<file path="config.mk">
export PLATFORM = sky130hd
export DESIGN_NAME = eth_ipv4_l4_header_classifier_top
export DESIGN_NICKNAME = d
export VERILOG_FILES = /design/src/rtl/core/eipc_pkg.sv /design/src/rtl/core/eipc_capture.sv /design/src/rtl/core/eipc_classify.sv /design/src/rtl/core/eth_ipv4_l4_header_classifier_top.sv
export SDC_FILE = /design/constraint.sdc
export NUM_CORES = 1
export LEC_CHECK = 0
export ABC_AREA = 1
export BUFFER_PORTS_ARGS = -buffer_cell sky130_fd_sc_hd__buf_4
export CAP_MARGIN = 20
export CORE_ASPECT_RATIO = 1.75
export CORE_MARGIN = 2
export CORE_UTILIZATION = 40
export DETAILED_ROUTE_END_ITERATION = 6
export HOLD_SLACK_MARGIN = 0.05
export SETUP_SLACK_MARGIN = 0.1
export SYNTH_ARGS = -nofsm -noshare
export SYNTH_HDL_FRONTEND = slang
export SYNTH_HIERARCHICAL = 1
export SYNTH_SLANG_ARGS = --single-unit
</file>
<file path="constraint.sdc">
create_clock -name clk -period 15.15 [get_ports clk]
set_clock_uncertainty 0.05 [all_clocks]
set_input_delay 1.515 -clock clk [delete_from_list [all_inputs] [get_ports clk]]
set_output_delay 1.515 -clock clk [all_outputs]
set_load 0.005 [all_outputs]
</file>
<file path="src/rtl/core/eipc_pkg.sv">
package eipc_pkg;

  localparam int MAX_FRAME_BYTES_DEF = 65535;

  localparam int CNT_W   = 16;
  localparam int TDATA_W = 168;

  localparam logic [CNT_W-1:0] ETH_HDR_BYTES  = 16'd14;
  localparam logic [CNT_W-1:0] IPV4_MIN_END   = 16'd34;
  localparam logic [6:0]       TCP_MIN_BYTES  = 7'd20;
  localparam logic [6:0]       UDP_MIN_BYTES  = 7'd8;
  localparam logic [3:0]       IHL_MIN        = 4'd5;

  localparam logic [15:0] ETYPE_IPV4 = 16'h0800;
  localparam logic [15:0] ETYPE_ARP  = 16'h0806;
  localparam logic [15:0] ETYPE_IPV6 = 16'h86DD;

  localparam logic [7:0] PROTO_TCP = 8'd6;
  localparam logic [7:0] PROTO_UDP = 8'd17;

  localparam logic [15:0] PORT_DNS   = 16'd53;
  localparam logic [15:0] PORT_HTTP  = 16'd80;
  localparam logic [15:0] PORT_HTTPS = 16'd443;
  localparam logic [15:0] PORT_SSH   = 16'd22;

  localparam logic [15:0] CUSTOM_FIRST_RST  = 16'd5000;
  localparam logic [15:0] CUSTOM_SECOND_RST = 16'd5001;

  localparam logic REG_CUSTOM_FIRST  = 1'b0;
  localparam logic REG_CUSTOM_SECOND = 1'b1;

  localparam logic [3:0] STATUS_OK        = 4'd0;
  localparam logic [3:0] STATUS_SHORT_ETH = 4'd1;
  localparam logic [3:0] STATUS_ARP       = 4'd2;
  localparam logic [3:0] STATUS_IPV6      = 4'd3;
  localparam logic [3:0] STATUS_OTHER     = 4'd4;
  localparam logic [3:0] STATUS_SHORT_IP  = 4'd5;
  localparam logic [3:0] STATUS_BAD_IHL   = 4'd6;
  localparam logic [3:0] STATUS_SHORT_TCP = 4'd7;
  localparam logic [3:0] STATUS_SHORT_UDP = 4'd8;

  localparam logic [2:0] APP_DNS     = 3'd0;
  localparam logic [2:0] APP_HTTP    = 3'd1;
  localparam logic [2:0] APP_HTTPS   = 3'd2;
  localparam logic [2:0] APP_SSH     = 3'd3;
  localparam logic [2:0] APP_CUSTOM1 = 3'd4;
  localparam logic [2:0] APP_CUSTOM2 = 3'd5;
  localparam logic [2:0] APP_UNKNOWN = 3'd6;
  localparam logic [2:0] APP_NONE    = 3'd7;

  typedef struct packed {
    logic [15:0] eth_type;
    logic [3:0]  ihl;
    logic [7:0]  protocol;
    logic [31:0] src_addr;
    logic [31:0] dst_addr;
    logic [7:0]  ttl;
    logic [15:0] total_len;
    logic [15:0] src_port;
    logic [15:0] dst_port;
    logic [5:0]  flags;
    logic [15:0] l4_len;
  } hdr_t;

  typedef struct packed {
    hdr_t             hdr;
    logic [CNT_W-1:0] len;
  } snap_t;

  typedef struct packed {
    logic [3:0]  status;
    logic [7:0]  ip_protocol;
    logic [31:0] source_address;
    logic [31:0] dest_address;
    logic [7:0]  time_to_live;
    logic [5:0]  ip_head_bytes;
    logic [15:0] ip_total_bytes;
    logic [15:0] src_l4_port;
    logic [15:0] dest_port;
    logic [5:0]  tcp_flag_bits;
    logic [15:0] l4_length;
    logic [2:0]  app_class;
  } record_t;

endpackage

</file>
<file path="src/rtl/core/eipc_capture.sv">
module eipc_capture #(
  parameter int MAX_FRAME_BYTES = eipc_pkg::MAX_FRAME_BYTES_DEF
) (
  input  logic            clk,
  input  logic            rst,
  input  logic            s_tvalid,
  output logic            s_tready,
  input  logic [7:0]      s_tdata,
  input  logic            s_tlast,
  output logic            snap_valid,
  input  logic            snap_ready,
  output eipc_pkg::snap_t snap
);

  localparam logic [eipc_pkg::CNT_W-1:0] MaxCnt = eipc_pkg::CNT_W'(MAX_FRAME_BYTES);

  logic                        in_vld;
  logic [7:0]                  in_byte;
  logic                        in_last;
  logic [eipc_pkg::CNT_W-1:0]  byte_count;
  logic [eipc_pkg::CNT_W-1:0]  byte_count_next;
  logic [eipc_pkg::CNT_W-1:0]  len_next;
  eipc_pkg::hdr_t              hdr;
  eipc_pkg::hdr_t              hdr_next;
  logic                        snap_free;
  logic                        go;

  assign snap_free = !snap_valid || snap_ready;
  assign go        = in_vld && (!in_last || snap_free);
  assign s_tready  = !in_vld || go;

  always_comb begin
    logic [eipc_pkg::CNT_W-1:0] idx;
    logic [eipc_pkg::CNT_W-1:0] l4_start;
    logic [eipc_pkg::CNT_W-1:0] rel;
    idx             = byte_count;
    l4_start        = eipc_pkg::ETH_HDR_BYTES + eipc_pkg::CNT_W'({hdr.ihl, 2'b00});
    rel             = idx - l4_start;
    hdr_next        = hdr;
    byte_count_next = byte_count;
    len_next        = byte_count;
    if (idx < MaxCnt) begin
      byte_count_next = idx + 1'b1;
      len_next        = idx + 1'b1;
      if (idx == 16'd12 || idx == 16'd13) begin
        hdr_next.eth_type = {hdr.eth_type[7:0], in_byte};
      end else if (idx == 16'd14) begin
        hdr_next.ihl = in_byte[3:0];
      end else if (idx == 16'd16 || idx == 16'd17) begin
        hdr_next.total_len = {hdr.total_len[7:0], in_byte};
      end else if (idx == 16'd22) begin
        hdr_next.ttl = in_byte;
      end else if (idx == 16'd23) begin
        hdr_next.protocol = in_byte;
      end else if (idx >= 16'd26 && idx <= 16'd29) begin
        hdr_next.src_addr = {hdr.src_addr[23:0], in_byte};
      end else if (idx >= 16'd30 && idx <= 16'd33) begin
        hdr_next.dst_addr = {hdr.dst_addr[23:0], in_byte};
      end
      if (hdr.ihl >= eipc_pkg::IHL_MIN && idx >= l4_start && idx >= eipc_pkg::IPV4_MIN_END) begin
        if (rel <= 16'd1) begin
          hdr_next.src_port = {hdr.src_port[7:0], in_byte};
        end else if (rel <= 16'd3) begin
          hdr_next.dst_port = {hdr.dst_port[7:0], in_byte};
        end else if ((rel == 16'd4 || rel == 16'd5) && hdr.protocol == eipc_pkg::PROTO_UDP) begin
          hdr_next.l4_len = {hdr.l4_len[7:0], in_byte};
        end else if (rel == 16'd12 && hdr.protocol == eipc_pkg::PROTO_TCP) begin
          hdr_next.l4_len = {10'd0, in_byte[7:4], 2'b00};
        end else if (rel == 16'd13 && hdr.protocol == eipc_pkg::PROTO_TCP) begin
          // reorder to urg psh rst fin ack syn
          hdr_next.flags = {in_byte[5], in_byte[3], in_byte[2], in_byte[0], in_byte[4], in_byte[1]};
        end
      end
    end else begin
      len_next = MaxCnt;
    end
  end

  always_ff @(posedge clk) begin
    if (rst) begin
      in_vld     <= 1'b0;
      snap_valid <= 1'b0;
      byte_count <= '0;
      hdr        <= '0;
    end else begin
      if (s_tvalid && s_tready) begin
        in_vld  <= 1'b1;
        in_byte <= s_tdata;
        in_last <= s_tlast;
      end else if (go) begin
        in_vld <= 1'b0;
      end
      if (go && in_last) begin
        snap_valid <= 1'b1;
        snap.hdr   <= hdr_next;
        snap.len   <= len_next;
        byte_count <= '0;
        hdr        <= '0;
      end else begin
        if (snap_ready) begin
          snap_valid <= 1'b0;
        end
        if (go) begin
          byte_count <= byte_count_next;
          hdr        <= hdr_next;
        end
      end
    end
  end

endmodule

</file>
<file path="src/rtl/core/eipc_classify.sv">
module eipc_classify (
  input  logic              clk,
  input  logic              rst,
  input  logic [15:0]       custom_first,
  input  logic [15:0]       custom_second,
  input  logic              snap_valid,
  output logic              snap_ready,
  input  eipc_pkg::snap_t   snap,
  output logic              rec_valid,
  input  logic              rec_ready,
  output eipc_pkg::record_t rec
);

  eipc_pkg::record_t rec_next;

  assign snap_ready = !rec_valid || rec_ready;

  function automatic logic hit(input logic [15:0] a, input logic [15:0] b,
                               input logic [15:0] port);
    hit = (a == port) || (b == port);
  endfunction

  always_comb begin
    logic [6:0]  l4_start;
    logic [3:0]  status;
    logic        ip_ok;
    logic        l4_ok;
    logic [15:0] sp;
    logic [15:0] dp;
    l4_start = 7'd14 + {1'b0, snap.hdr.ihl, 2'b00};
    sp       = snap.hdr.src_port;
    dp       = snap.hdr.dst_port;
    if (snap.len < eipc_pkg::ETH_HDR_BYTES) begin
      status = eipc_pkg::STATUS_SHORT_ETH;
    end else if (snap.hdr.eth_type == eipc_pkg::ETYPE_ARP) begin
      status = eipc_pkg::STATUS_ARP;
    end else if (snap.hdr.eth_type == eipc_pkg::ETYPE_IPV6) begin
      status = eipc_pkg::STATUS_IPV6;
    end else if (snap.hdr.eth_type != eipc_pkg::ETYPE_IPV4) begin
      status = eipc_pkg::STATUS_OTHER;
    end else if (snap.len < eipc_pkg::IPV4_MIN_END) begin
      status = eipc_pkg::STATUS_SHORT_IP;
    end else if (snap.hdr.ihl < eipc_pkg::IHL_MIN || snap.len < 16'(l4_start)) begin
      status = eipc_pkg::STATUS_BAD_IHL;
    end else if (snap.hdr.protocol == eipc_pkg::PROTO_TCP &&
                 snap.len < 16'(l4_start + eipc_pkg::TCP_MIN_BYTES)) begin
      status = eipc_pkg::STATUS_SHORT_TCP;
    end else if (snap.hdr.protocol == eipc_pkg::PROTO_UDP &&
                 snap.len < 16'(l4_start + eipc_pkg::UDP_MIN_BYTES)) begin
      status = eipc_pkg::STATUS_SHORT_UDP;
    end else begin
      status = eipc_pkg::STATUS_OK;
    end
    ip_ok = status == eipc_pkg::STATUS_OK || status == eipc_pkg::STATUS_SHORT_TCP ||
            status == eipc_pkg::STATUS_SHORT_UDP;
    l4_ok = status == eipc_pkg::STATUS_OK &&
            (snap.hdr.protocol == eipc_pkg::PROTO_TCP || snap.hdr.protocol == eipc_pkg::PROTO_UDP);

    rec_next           = '0;
    rec_next.status    = status;
    rec_next.app_class = eipc_pkg::APP_NONE;
    if (ip_ok) begin
      rec_next.ip_protocol    = snap.hdr.protocol;
      rec_next.source_address = snap.hdr.src_addr;
      rec_next.dest_address   = snap.hdr.dst_addr;
      rec_next.time_to_live   = snap.hdr.ttl;
      rec_next.ip_head_bytes  = {snap.hdr.ihl, 2'b00};
      rec_next.ip_total_bytes = snap.hdr.total_len;
    end
    if (l4_ok) begin
      rec_next.src_l4_port = sp;
      rec_next.dest_port   = dp;
      rec_next.l4_length   = snap.hdr.l4_len;
      if (snap.hdr.protocol == eipc_pkg::PROTO_TCP) begin
        rec_next.tcp_flag_bits = snap.hdr.flags;
      end
      if (hit(sp, dp, eipc_pkg::PORT_DNS)) begin
        rec_next.app_class = eipc_pkg::APP_DNS;
      end else if (hit(sp, dp, eipc_pkg::PORT_HTTP)) begin
        rec_next.app_class = eipc_pkg::APP_HTTP;
      end else if (hit(sp, dp, eipc_pkg::PORT_HTTPS)) begin
        rec_next.app_class = eipc_pkg::APP_HTTPS;
      end else if (hit(sp, dp, eipc_pkg::PORT_SSH)) begin
        rec_next.app_class = eipc_pkg::APP_SSH;
      end else if (hit(sp, dp, custom_first)) begin
        rec_next.app_class = eipc_pkg::APP_CUSTOM1;
      end else if (hit(sp, dp, custom_second)) begin
        rec_next.app_class = eipc_pkg::APP_CUSTOM2;
      end else begin
        rec_next.app_class = eipc_pkg::APP_UNKNOWN;
      end
    end
  end

  always_ff @(posedge clk) begin
    if (rst) begin
      rec_valid <= 1'b0;
    end else if (snap_valid && snap_ready) begin
      rec_valid <= 1'b1;
      rec       <= rec_next;
    end else if (rec_ready) begin
      rec_valid <= 1'b0;
    end
  end

endmodule

</file>
<file path="src/rtl/core/eth_ipv4_l4_header_classifier_top.sv">
// Ethernet / IPv4 / TCP-UDP header classifier.
// Input stream: one frame byte per word on s_tdata, s_tlast on the final
// byte of a frame. Output stream: one classification record per frame,
// given on the word after the frame's final byte has passed through.
// A new byte is accepted every cycle while s_tready is high. After the
// final byte is accepted it passes through the input register, then the
// snapshot register, then the output register that raises m_tvalid.
// While a record waits on m_tready, bytes of the next frame keep flowing
// into the capture stage; s_tready drops only when the next frame's final
// byte finds both the snapshot and output registers full.
// Frames longer than MAX_FRAME_BYTES stop capturing there and report that
// length. The two custom port registers are written on cfg_we with
// cfg_index; write them only while no frame is in flight.
// Reset (rst, synchronous) empties the pipeline, clears the frame state and
// loads the custom ports with 5000 and 5001.
module eth_ipv4_l4_header_classifier_top #(
  parameter int MAX_FRAME_BYTES = eipc_pkg::MAX_FRAME_BYTES_DEF
) (
  input  logic                         clk,
  input  logic                         rst,
  input  logic                         s_tvalid,
  output logic                         s_tready,
  input  logic [7:0]                   s_tdata,   // frame_byte
  input  logic                         s_tlast,
  output logic                         m_tvalid,
  input  logic                         m_tready,
  // status, ip_protocol, source_address, dest_address, time_to_live,
  // ip_head_bytes, ip_total_bytes, src_l4_port, dest_port, tcp_flag_bits,
  // l4_length, app_class, zero pad
  output logic [eipc_pkg::TDATA_W-1:0] m_tdata,
  input  logic                         cfg_we,
  input  logic                         cfg_index,
  input  logic [15:0]                  cfg_data
);

  logic              custom_first;
  logic [15:0]       port_first;
  logic [15:0]       port_second;
  logic              snap_valid;
  logic              snap_ready;
  eipc_pkg::snap_t   snap;
  eipc_pkg::record_t rec;

  assign custom_first = cfg_index == eipc_pkg::REG_CUSTOM_FIRST;

  always_ff @(posedge clk) begin
    if (rst) begin
      port_first  <= eipc_pkg::CUSTOM_FIRST_RST;
      port_second <= eipc_pkg::CUSTOM_SECOND_RST;
    end else if (cfg_we) begin
      if (custom_first) begin
        port_first <= cfg_data;
      end else if (cfg_index == eipc_pkg::REG_CUSTOM_SECOND) begin
        port_second <= cfg_data;
      end
    end
  end

  eipc_capture #(
    .MAX_FRAME_BYTES(MAX_FRAME_BYTES)
  ) u_capture (
    .clk       (clk),
    .rst       (rst),
    .s_tvalid  (s_tvalid),
    .s_tready  (s_tready),
    .s_tdata   (s_tdata),
    .s_tlast   (s_tlast),
    .snap_valid(snap_valid),
    .snap_ready(snap_ready),
    .snap      (snap)
  );

  eipc_classify u_classify (
    .clk          (clk),
    .rst          (rst),
    .custom_first (port_first),
    .custom_second(port_second),
    .snap_valid   (snap_valid),
    .snap_ready   (snap_ready),
    .snap         (snap),
    .rec_valid    (m_tvalid),
    .rec_ready    (m_tready),
    .rec          (rec)
  );

  assign m_tdata = {5'd0, rec.app_class, rec.l4_length, rec.tcp_flag_bits, rec.dest_port,
                    rec.src_l4_port, rec.ip_total_bytes, rec.ip_head_bytes, rec.time_to_live,
                    rec.dest_address, rec.source_address, rec.ip_protocol, rec.status};

  a_stall_only_when_full: assert property (@(posedge clk) disable iff (rst)
    !s_tready |-> (m_tvalid && !m_tready && snap_valid))
    else $error("input stalled while pipeline has room");

  a_status_range: assert property (@(posedge clk) disable iff (rst)
    m_tvalid |-> rec.status <= eipc_pkg::STATUS_SHORT_UDP)
    else $error("status code out of range");

  a_no_ports_unless_ok: assert property (@(posedge clk) disable iff (rst)
    (m_tvalid && rec.status != eipc_pkg::STATUS_OK) |->
      (rec.app_class == eipc_pkg::APP_NONE && rec.src_l4_port == 16'd0 &&
       rec.dest_port == 16'd0))
    else $error("transport fields present on a failed frame");

  a_snapshot_moves: assert property (@(posedge clk) disable iff (rst)
    (snap_valid && (!m_tvalid || m_tready)) |=> m_tvalid)
    else $error("snapshot not moved into free output register");

endmodule
</file>
==> reports/results.ini, run 1 <==
[run_status]
status = completed

[critical_path]
end_kind = register
cp_max_fo = 91
critical_path.endpoint = u_capture/hdr[4]
timing.setup.critical_path_class = input pin to register
critical_path.slowest_cell = sky130_fd_sc_hd__inv_1
setup.reg_to_reg.worst_slack_ns = 10.64
crit_start = m_tready
worstReg2RegEnd = u_classify/rec[155]
worst-r2r-cell-count = 15
crit-reg2reg-launch = u_capture/snap[166]
cpPeakStageDelay_ns = 0.95
cp_data_arrival_time_ns = 5.11
critical_path.cell_chain = buf_4, nor2_1, inv_1, nor2_1, nand2_1, nand2_4, inv_4, nand2_1, nand2_4, inv_1, o21ai_0, a21oi_2
cp_data_required_time_ns = 15.62
crit_path_start_kind = input pin

[grt]
largest_net_degree_at_the_start_of_global_routing = 110
first_pass_grt_wire_length_um = 98800
grtUsageTotal_pct = 18.3
grt_antenna_before_repair = 0
total_congestion_overflow = 0
number_of_global_route_vias_before_repair = 18000

[placement]
gpl_congestion = 0.862
buffer_ports.inserted = 193
dpl.hpwl_um = 43000

[power_and_ir_drop]
irDropWorstVdd_uv = 75.1
cellPowerDensity_mw_per_mm2 = 110
power_leakage_nw = 13.0

[die]
chipWidth_um = 199
initial_utilization_pct = 40.3
rows = 125
die_area_sq_mm = 0.0688
ios = 201
core_region_area_sq_mm = 0.0662
die-height_um = 346

[job]
max_cap_viol_count = 0

[timing]
timing.fmax_ghz = 0.215
report.final.slew_viol_count = 0
final-hold-violation-count = 0
worst_slew_pin_slew_ns = 1.07
fin_tns_setup_ns = 0
fin_crit_sh_pct = 30.6
grt_setup_unrepaired = false
period_needed_ns = 4.64
rel_slew_slack_pct = 28.8
timing.hold.ws_ns = 0.474
setup_viol_count_final = 0

[routing]
drt_first_pass_iters = 5
final_antenna_net_count = 0
via_count = 19000
wl_per_cell_um = 15.9
wl_um = 63500
drtIter0Drc = 1292
residual_drc_count = 0
via_per_inst = 4.77

[synth]
synth_area_per_inst_sq_um = 9.11
synth.cell_area_sq_mm = 0.0267
yosysWarnings = 6
postSynthCellCount = 2927

[clocking]
cts_hold_buffers = 0
postCtsResizedCells = 0
cts_tree = yes
clock_buffers_created_by_tritoncts = 51
cts.reportedPaths.clkPinSlew_ns = 0.07
insertion_delay_of_the_later_clocked_pin_in_the_worst_skew_pair_ns = 0.60
root_buffer = sky130_fd_sc_hd__clkbuf_16
ctsHtreeMaxLevel = 2
clockBufferDepth = 3
clkSinkCount = 576
cts_post_setup_buffers_inserted = 0

[min_path]
timing.hold.worst_path_depth = 2
hold_class = register to register

[layout]
mostFrequentLayoutCells = sky130_fd_sc_hd__inv_1, sky130_fd_sc_hd__nand2_1, sky130_fd_sc_hd__edfxtp_1, sky130_fd_sc_hd__nor2_1, sky130_fd_sc_hd__o21ai_0
layout.core_utilization_pct = 45.8
layout.cells.most_common = sky130_fd_sc_hd__inv_1
syn_to_final_growth_pct = 13.7
layout.nets = 3120
fraction_of_layout_instances_using_a_drive_strength_above_1_pct = 16.2

-- worst max-delay path: cells and delay by family --
| family | cells | cell delay [ns] |
|---|---|---|
| simple gates | 6 | 1.67 |
| compound gates | 2 | 0.40 |
| buf+inv | 4 | 1.43 |
-- report_power, final --
part | internal, mW | leakage, nW | total, mW | switching [mW]
clock | 0.720 | 0.820 | 1.32 | 0.598
sequential | 1.71 | 5.05 | 1.74 | 0.0351
combinational | 0.0876 | 7.12 | 0.260 | 0.173
total | 2.52 | 13.0 | 3.32 | 0.806
-- worst min path at each step --
stage / endpoint / from
floorplan: u_classify/rec_valid / u_capture/snap_valid
global placement: port_first[9] / port_first[9]
detailed placement: port_second[8] / port_second[8]
CTS: port_second[8] / port_second[8]
global route: port_second[9] / port_second[9]
finish: port_second[9] / port_second[9]
-- area by class of cell --
type	instances	area, sq um
fill	6363	35800
sequential	576	15100
multi-input combinational	1678	8820
inverter	538	2030
timing repair buffer	210	1610
clock buffer	67	1430
tap	889	1110
clock inverter	27	245
antenna	1	2.50
-- routing by layer --
layer	wire length (um)	track usage (%)
met5	0	0
met2	31500	31.9
met4	2540	7.97
met1	26600	22.4
met3	2820	2.63
-- state kept, by name, summed over array words and instances (netlist names) --
name	cells
u_capture/snap	185
u_capture/hdr	170
u_classify/rec	161
port_first	16
port_second	16
u_capture/byte_count	16
u_capture/in_byte	8
u_capture/in_last	1
u_capture/in_vld	1
u_capture/snap_valid	1
u_classify/rec_valid	1
-- stage by stage --
stage	instance area, sq um	power, mW	std cells	setup slack [ns]
5_1_grt	30300	3.46	3985	10.03
6_report	30300	3.32	3986	10.51
3_3_place_gp	28600	2.04	3888	9.07
4_1_cts	30300	3.36	3983	9.62
3_5_place_dp	28600	2.04	3889	9.00
2_1_floorplan	26700	1.97	2932	1.78
Note: power is estimated with default switching activity, not from simulation.
==> inputs of run 2 (changes only) <==
--- a/config.mk
+++ b/config.mk
@@ -5,7 +5,7 @@
 export SDC_FILE = /design/constraint.sdc
 export NUM_CORES = 1
 export LEC_CHECK = 0
-export ABC_AREA = 1
+export ABC_AREA = 0
 export BUFFER_PORTS_ARGS = -buffer_cell sky130_fd_sc_hd__buf_4
 export CAP_MARGIN = 20
 export CORE_ASPECT_RATIO = 1.75
==> constraint.sdc (replaced) <==
create_clock -name clk -period 3.9 [get_ports clk]
set_clock_uncertainty 0.05 [all_clocks]
set_input_delay 0.39 -clock clk [delete_from_list [all_inputs] [get_ports clk]]
set_output_delay 0.39 -clock clk [all_outputs]
set_load 0.005 [all_outputs]
==> run 2 against run 1 <==
Sequential share of layout area increased by 1.8 points; synthesized cell count down 30%; die area is 6.9% lower.
==> reports/results.ini, run 2 <==
[run_status]
status = completed

[power_and_ir_drop]
cellPowerDensity_mw_per_mm2 = 421
irDropWorstVdd_uv = 401
total_power_mw = 12.3
power_leakage_nw = 11.0

[layout]
fraction_of_layout_instances_using_a_drive_strength_above_1_pct = 22.7
layout.cells.most_common = sky130_fd_sc_hd__edfxtp_1
finalInstanceArea_sq_mm = 0.0293
layout.core_utilization_pct = 47.8
syn_to_final_growth_pct = 18.2
mostFrequentLayoutCells = sky130_fd_sc_hd__edfxtp_1, sky130_fd_sc_hd__buf_4, sky130_fd_sc_hd__dfxtp_1, sky130_fd_sc_hd__nor2_1, sky130_fd_sc_hd__nand2_1
largest-register = u_capture/snap
reg.largest.list = u_capture/snap x185, u_capture/hdr x170, u_classify/rec x161
insertedDiodeCount = 0
layout.nets = 2314
largest_register_ff_count = 185

[grt]
grtUsageTotal_pct = 19.0
number_of_global_route_vias_before_repair = 15900
grt_antenna_before_repair = 0
largest_net_degree_at_the_start_of_global_routing = 86
met2_usage_pct = 34.9
first_pass_grt_wire_length_um = 92900
top_usage_layer = met2
grt_util_met1_pct = 21.3
grt_util_met3_pct = 3.57
total_congestion_overflow = 0

[synth]
postSynthCellCount = 2050
synth_area_per_inst_sq_um = 12.1
yosysWarnings = 6
synth.cell_area_sq_mm = 0.0248

[clocking]
root_buffer = sky130_fd_sc_hd__clkbuf_16
clkSinkCount = 576
insertion_delay_of_the_later_clocked_pin_in_the_worst_skew_pair_ns = 0.64
clock_buffers_created_by_tritoncts = 54
clockBufferDepth = 3
ctsHtreeMaxLevel = 2
cts.reportedPaths.clkPinSlew_ns = 0.07
cts_tree = yes

[routing]
residual_drc_count = 0
via_count = 15900
wl_per_cell_um = 19.9
drt_first_pass_iters = 7
final_antenna_net_count = 0
via_per_inst = 5.15
wl_um = 61500
drtIter0Drc = 688

[die]
chipWidth_um = 192
core_region_area_sq_mm = 0.0613
initial_utilization_pct = 40.5
die-height_um = 333
die_area_sq_mm = 0.0641
rows = 120
ios = 201

[critical_path]
cp_data_arrival_time_ns = 3.93
setup.reg_to_reg.worst_slack_ns = 0.29
crit_path_start_kind = register
end_kind = register
crit-reg2reg-launch = u_capture/hdr[151]
cp_max_fo = 6
worstReg2RegEnd = u_capture/snap[32]
worst-r2r-cell-count = 11
cp_data_required_time_ns = 4.22
timing.setup.critical_path_class = register to register

[placement]
buffer_ports.inserted = 193
gpl_congestion = 0.873
dpl.hpwl_um = 41200
placed_cell_area_sq_mm = 0.0272

[timing]
setup_viol_count_final = 0
timing.fmax_ghz = 0.277
report.final.slew_viol_count = 0
worst_slew_pin_slew_ns = 1.14
period_needed_ns = 3.61
final-hold-violation-count = 0
grt_setup_unrepaired = true
rel_slew_slack_pct = 23.9
fin_crit_sh_pct = 92.6
fin_tns_setup_ns = 0

[min_path]
hold_class = input pin to register
timing.hold.worst_endpoint = port_second[9]
worstHoldStart = cfg_we
timing.hold.worst_path_depth = 3

[job]
max_cap_viol_count = 0

-- run 2: changes by cell type in the layout (fill, tap and decap cells not counted), sizes merged, moves of 134 or more --
cell   change
inv      -512
mux2     +155
o21ai    -306
nor2     -134
and2     +153
nand2    -269
-- run 2: worst max-delay path, stage by stage (launching register included) --
cell and delay (ns):
sky130_fd_sc_hd__dfxtp_2 0.34, sky130_fd_sc_hd__inv_1 0.06, sky130_fd_sc_hd__ha_1 0.22, sky130_fd_sc_hd__nand3b_1 0.17, sky130_fd_sc_hd__ha_1 0.33, sky130_fd_sc_hd__or4_4 0.53, sky130_fd_sc_hd__nor4_2 0.17, sky130_fd_sc_hd__a2bb2oi_1 0.15
sky130_fd_sc_hd__a2111oi_4 0.45, sky130_fd_sc_hd__and3_4 0.32, sky130_fd_sc_hd__and3_4 0.25, sky130_fd_sc_hd__mux2_2 0.35
-- run 2: layer usage --
metal  vias up  wire, um
li1       7636         -
met1      7802     23600
met2       379     32700
met3       104      2910
met4         0      2260
met5         -         0
-- run 2: worst max-delay path by stage --
stage                                     from                 end  slack, ns
after floorplan           u_classify/rec_valid   u_classify/rec[0]      -1.12
after global placement      u_capture/hdr[151]  u_capture/snap[40]       0.13
after detailed placement    u_capture/hdr[151]   u_capture/hdr[13]       0.03
after CTS                   u_capture/hdr[151]    u_capture/hdr[9]       0.13
after global routing        u_capture/hdr[150]  u_capture/snap[32]       0.11
final                       u_capture/hdr[151]  u_capture/snap[32]       0.29
-- run 2: final cells by class --
cell class              instances  area, sq um
repair buffers                266         2190
clock buffers                  72         1540
fillers                      5531        32000
multi-input cells            1332         9160
clock inverters                30          246
inverters                      20         75.1
flip-flops and latches        576        15100
well taps                     793          992
-- run 2: repair_timing --
item                                    in CTS  in global routing
cloned                                       0                  1
setup buffers                                0                  1
hold buffers                                28                  0
endpoints found under the hold margin       43                  0
endpoints found under the setup margin      31                 62
pin swaps                                    0                  3
resized for setup                            1                  9
-- run 2: per-stage QoR --
step                      instances  hold slack (ns)  setup WS [ns]
after global routing           3089            0.104          0.111
final                          3089            0.109          0.289
after floorplan                2055            0.378          -1.12
after CTS                      3086           0.0667          0.127
after global placement         2956            0.385          0.126
after detailed placement       2956            0.394         0.0321
-- run 2: power by group --
part,switching (mW),internal (mW),total [mW]
Clock,2.38,2.88,5.26
Sequential,0.0929,6.51,6.61
Combinational,0.268,0.188,0.457
Total,2.74,9.58,12.3
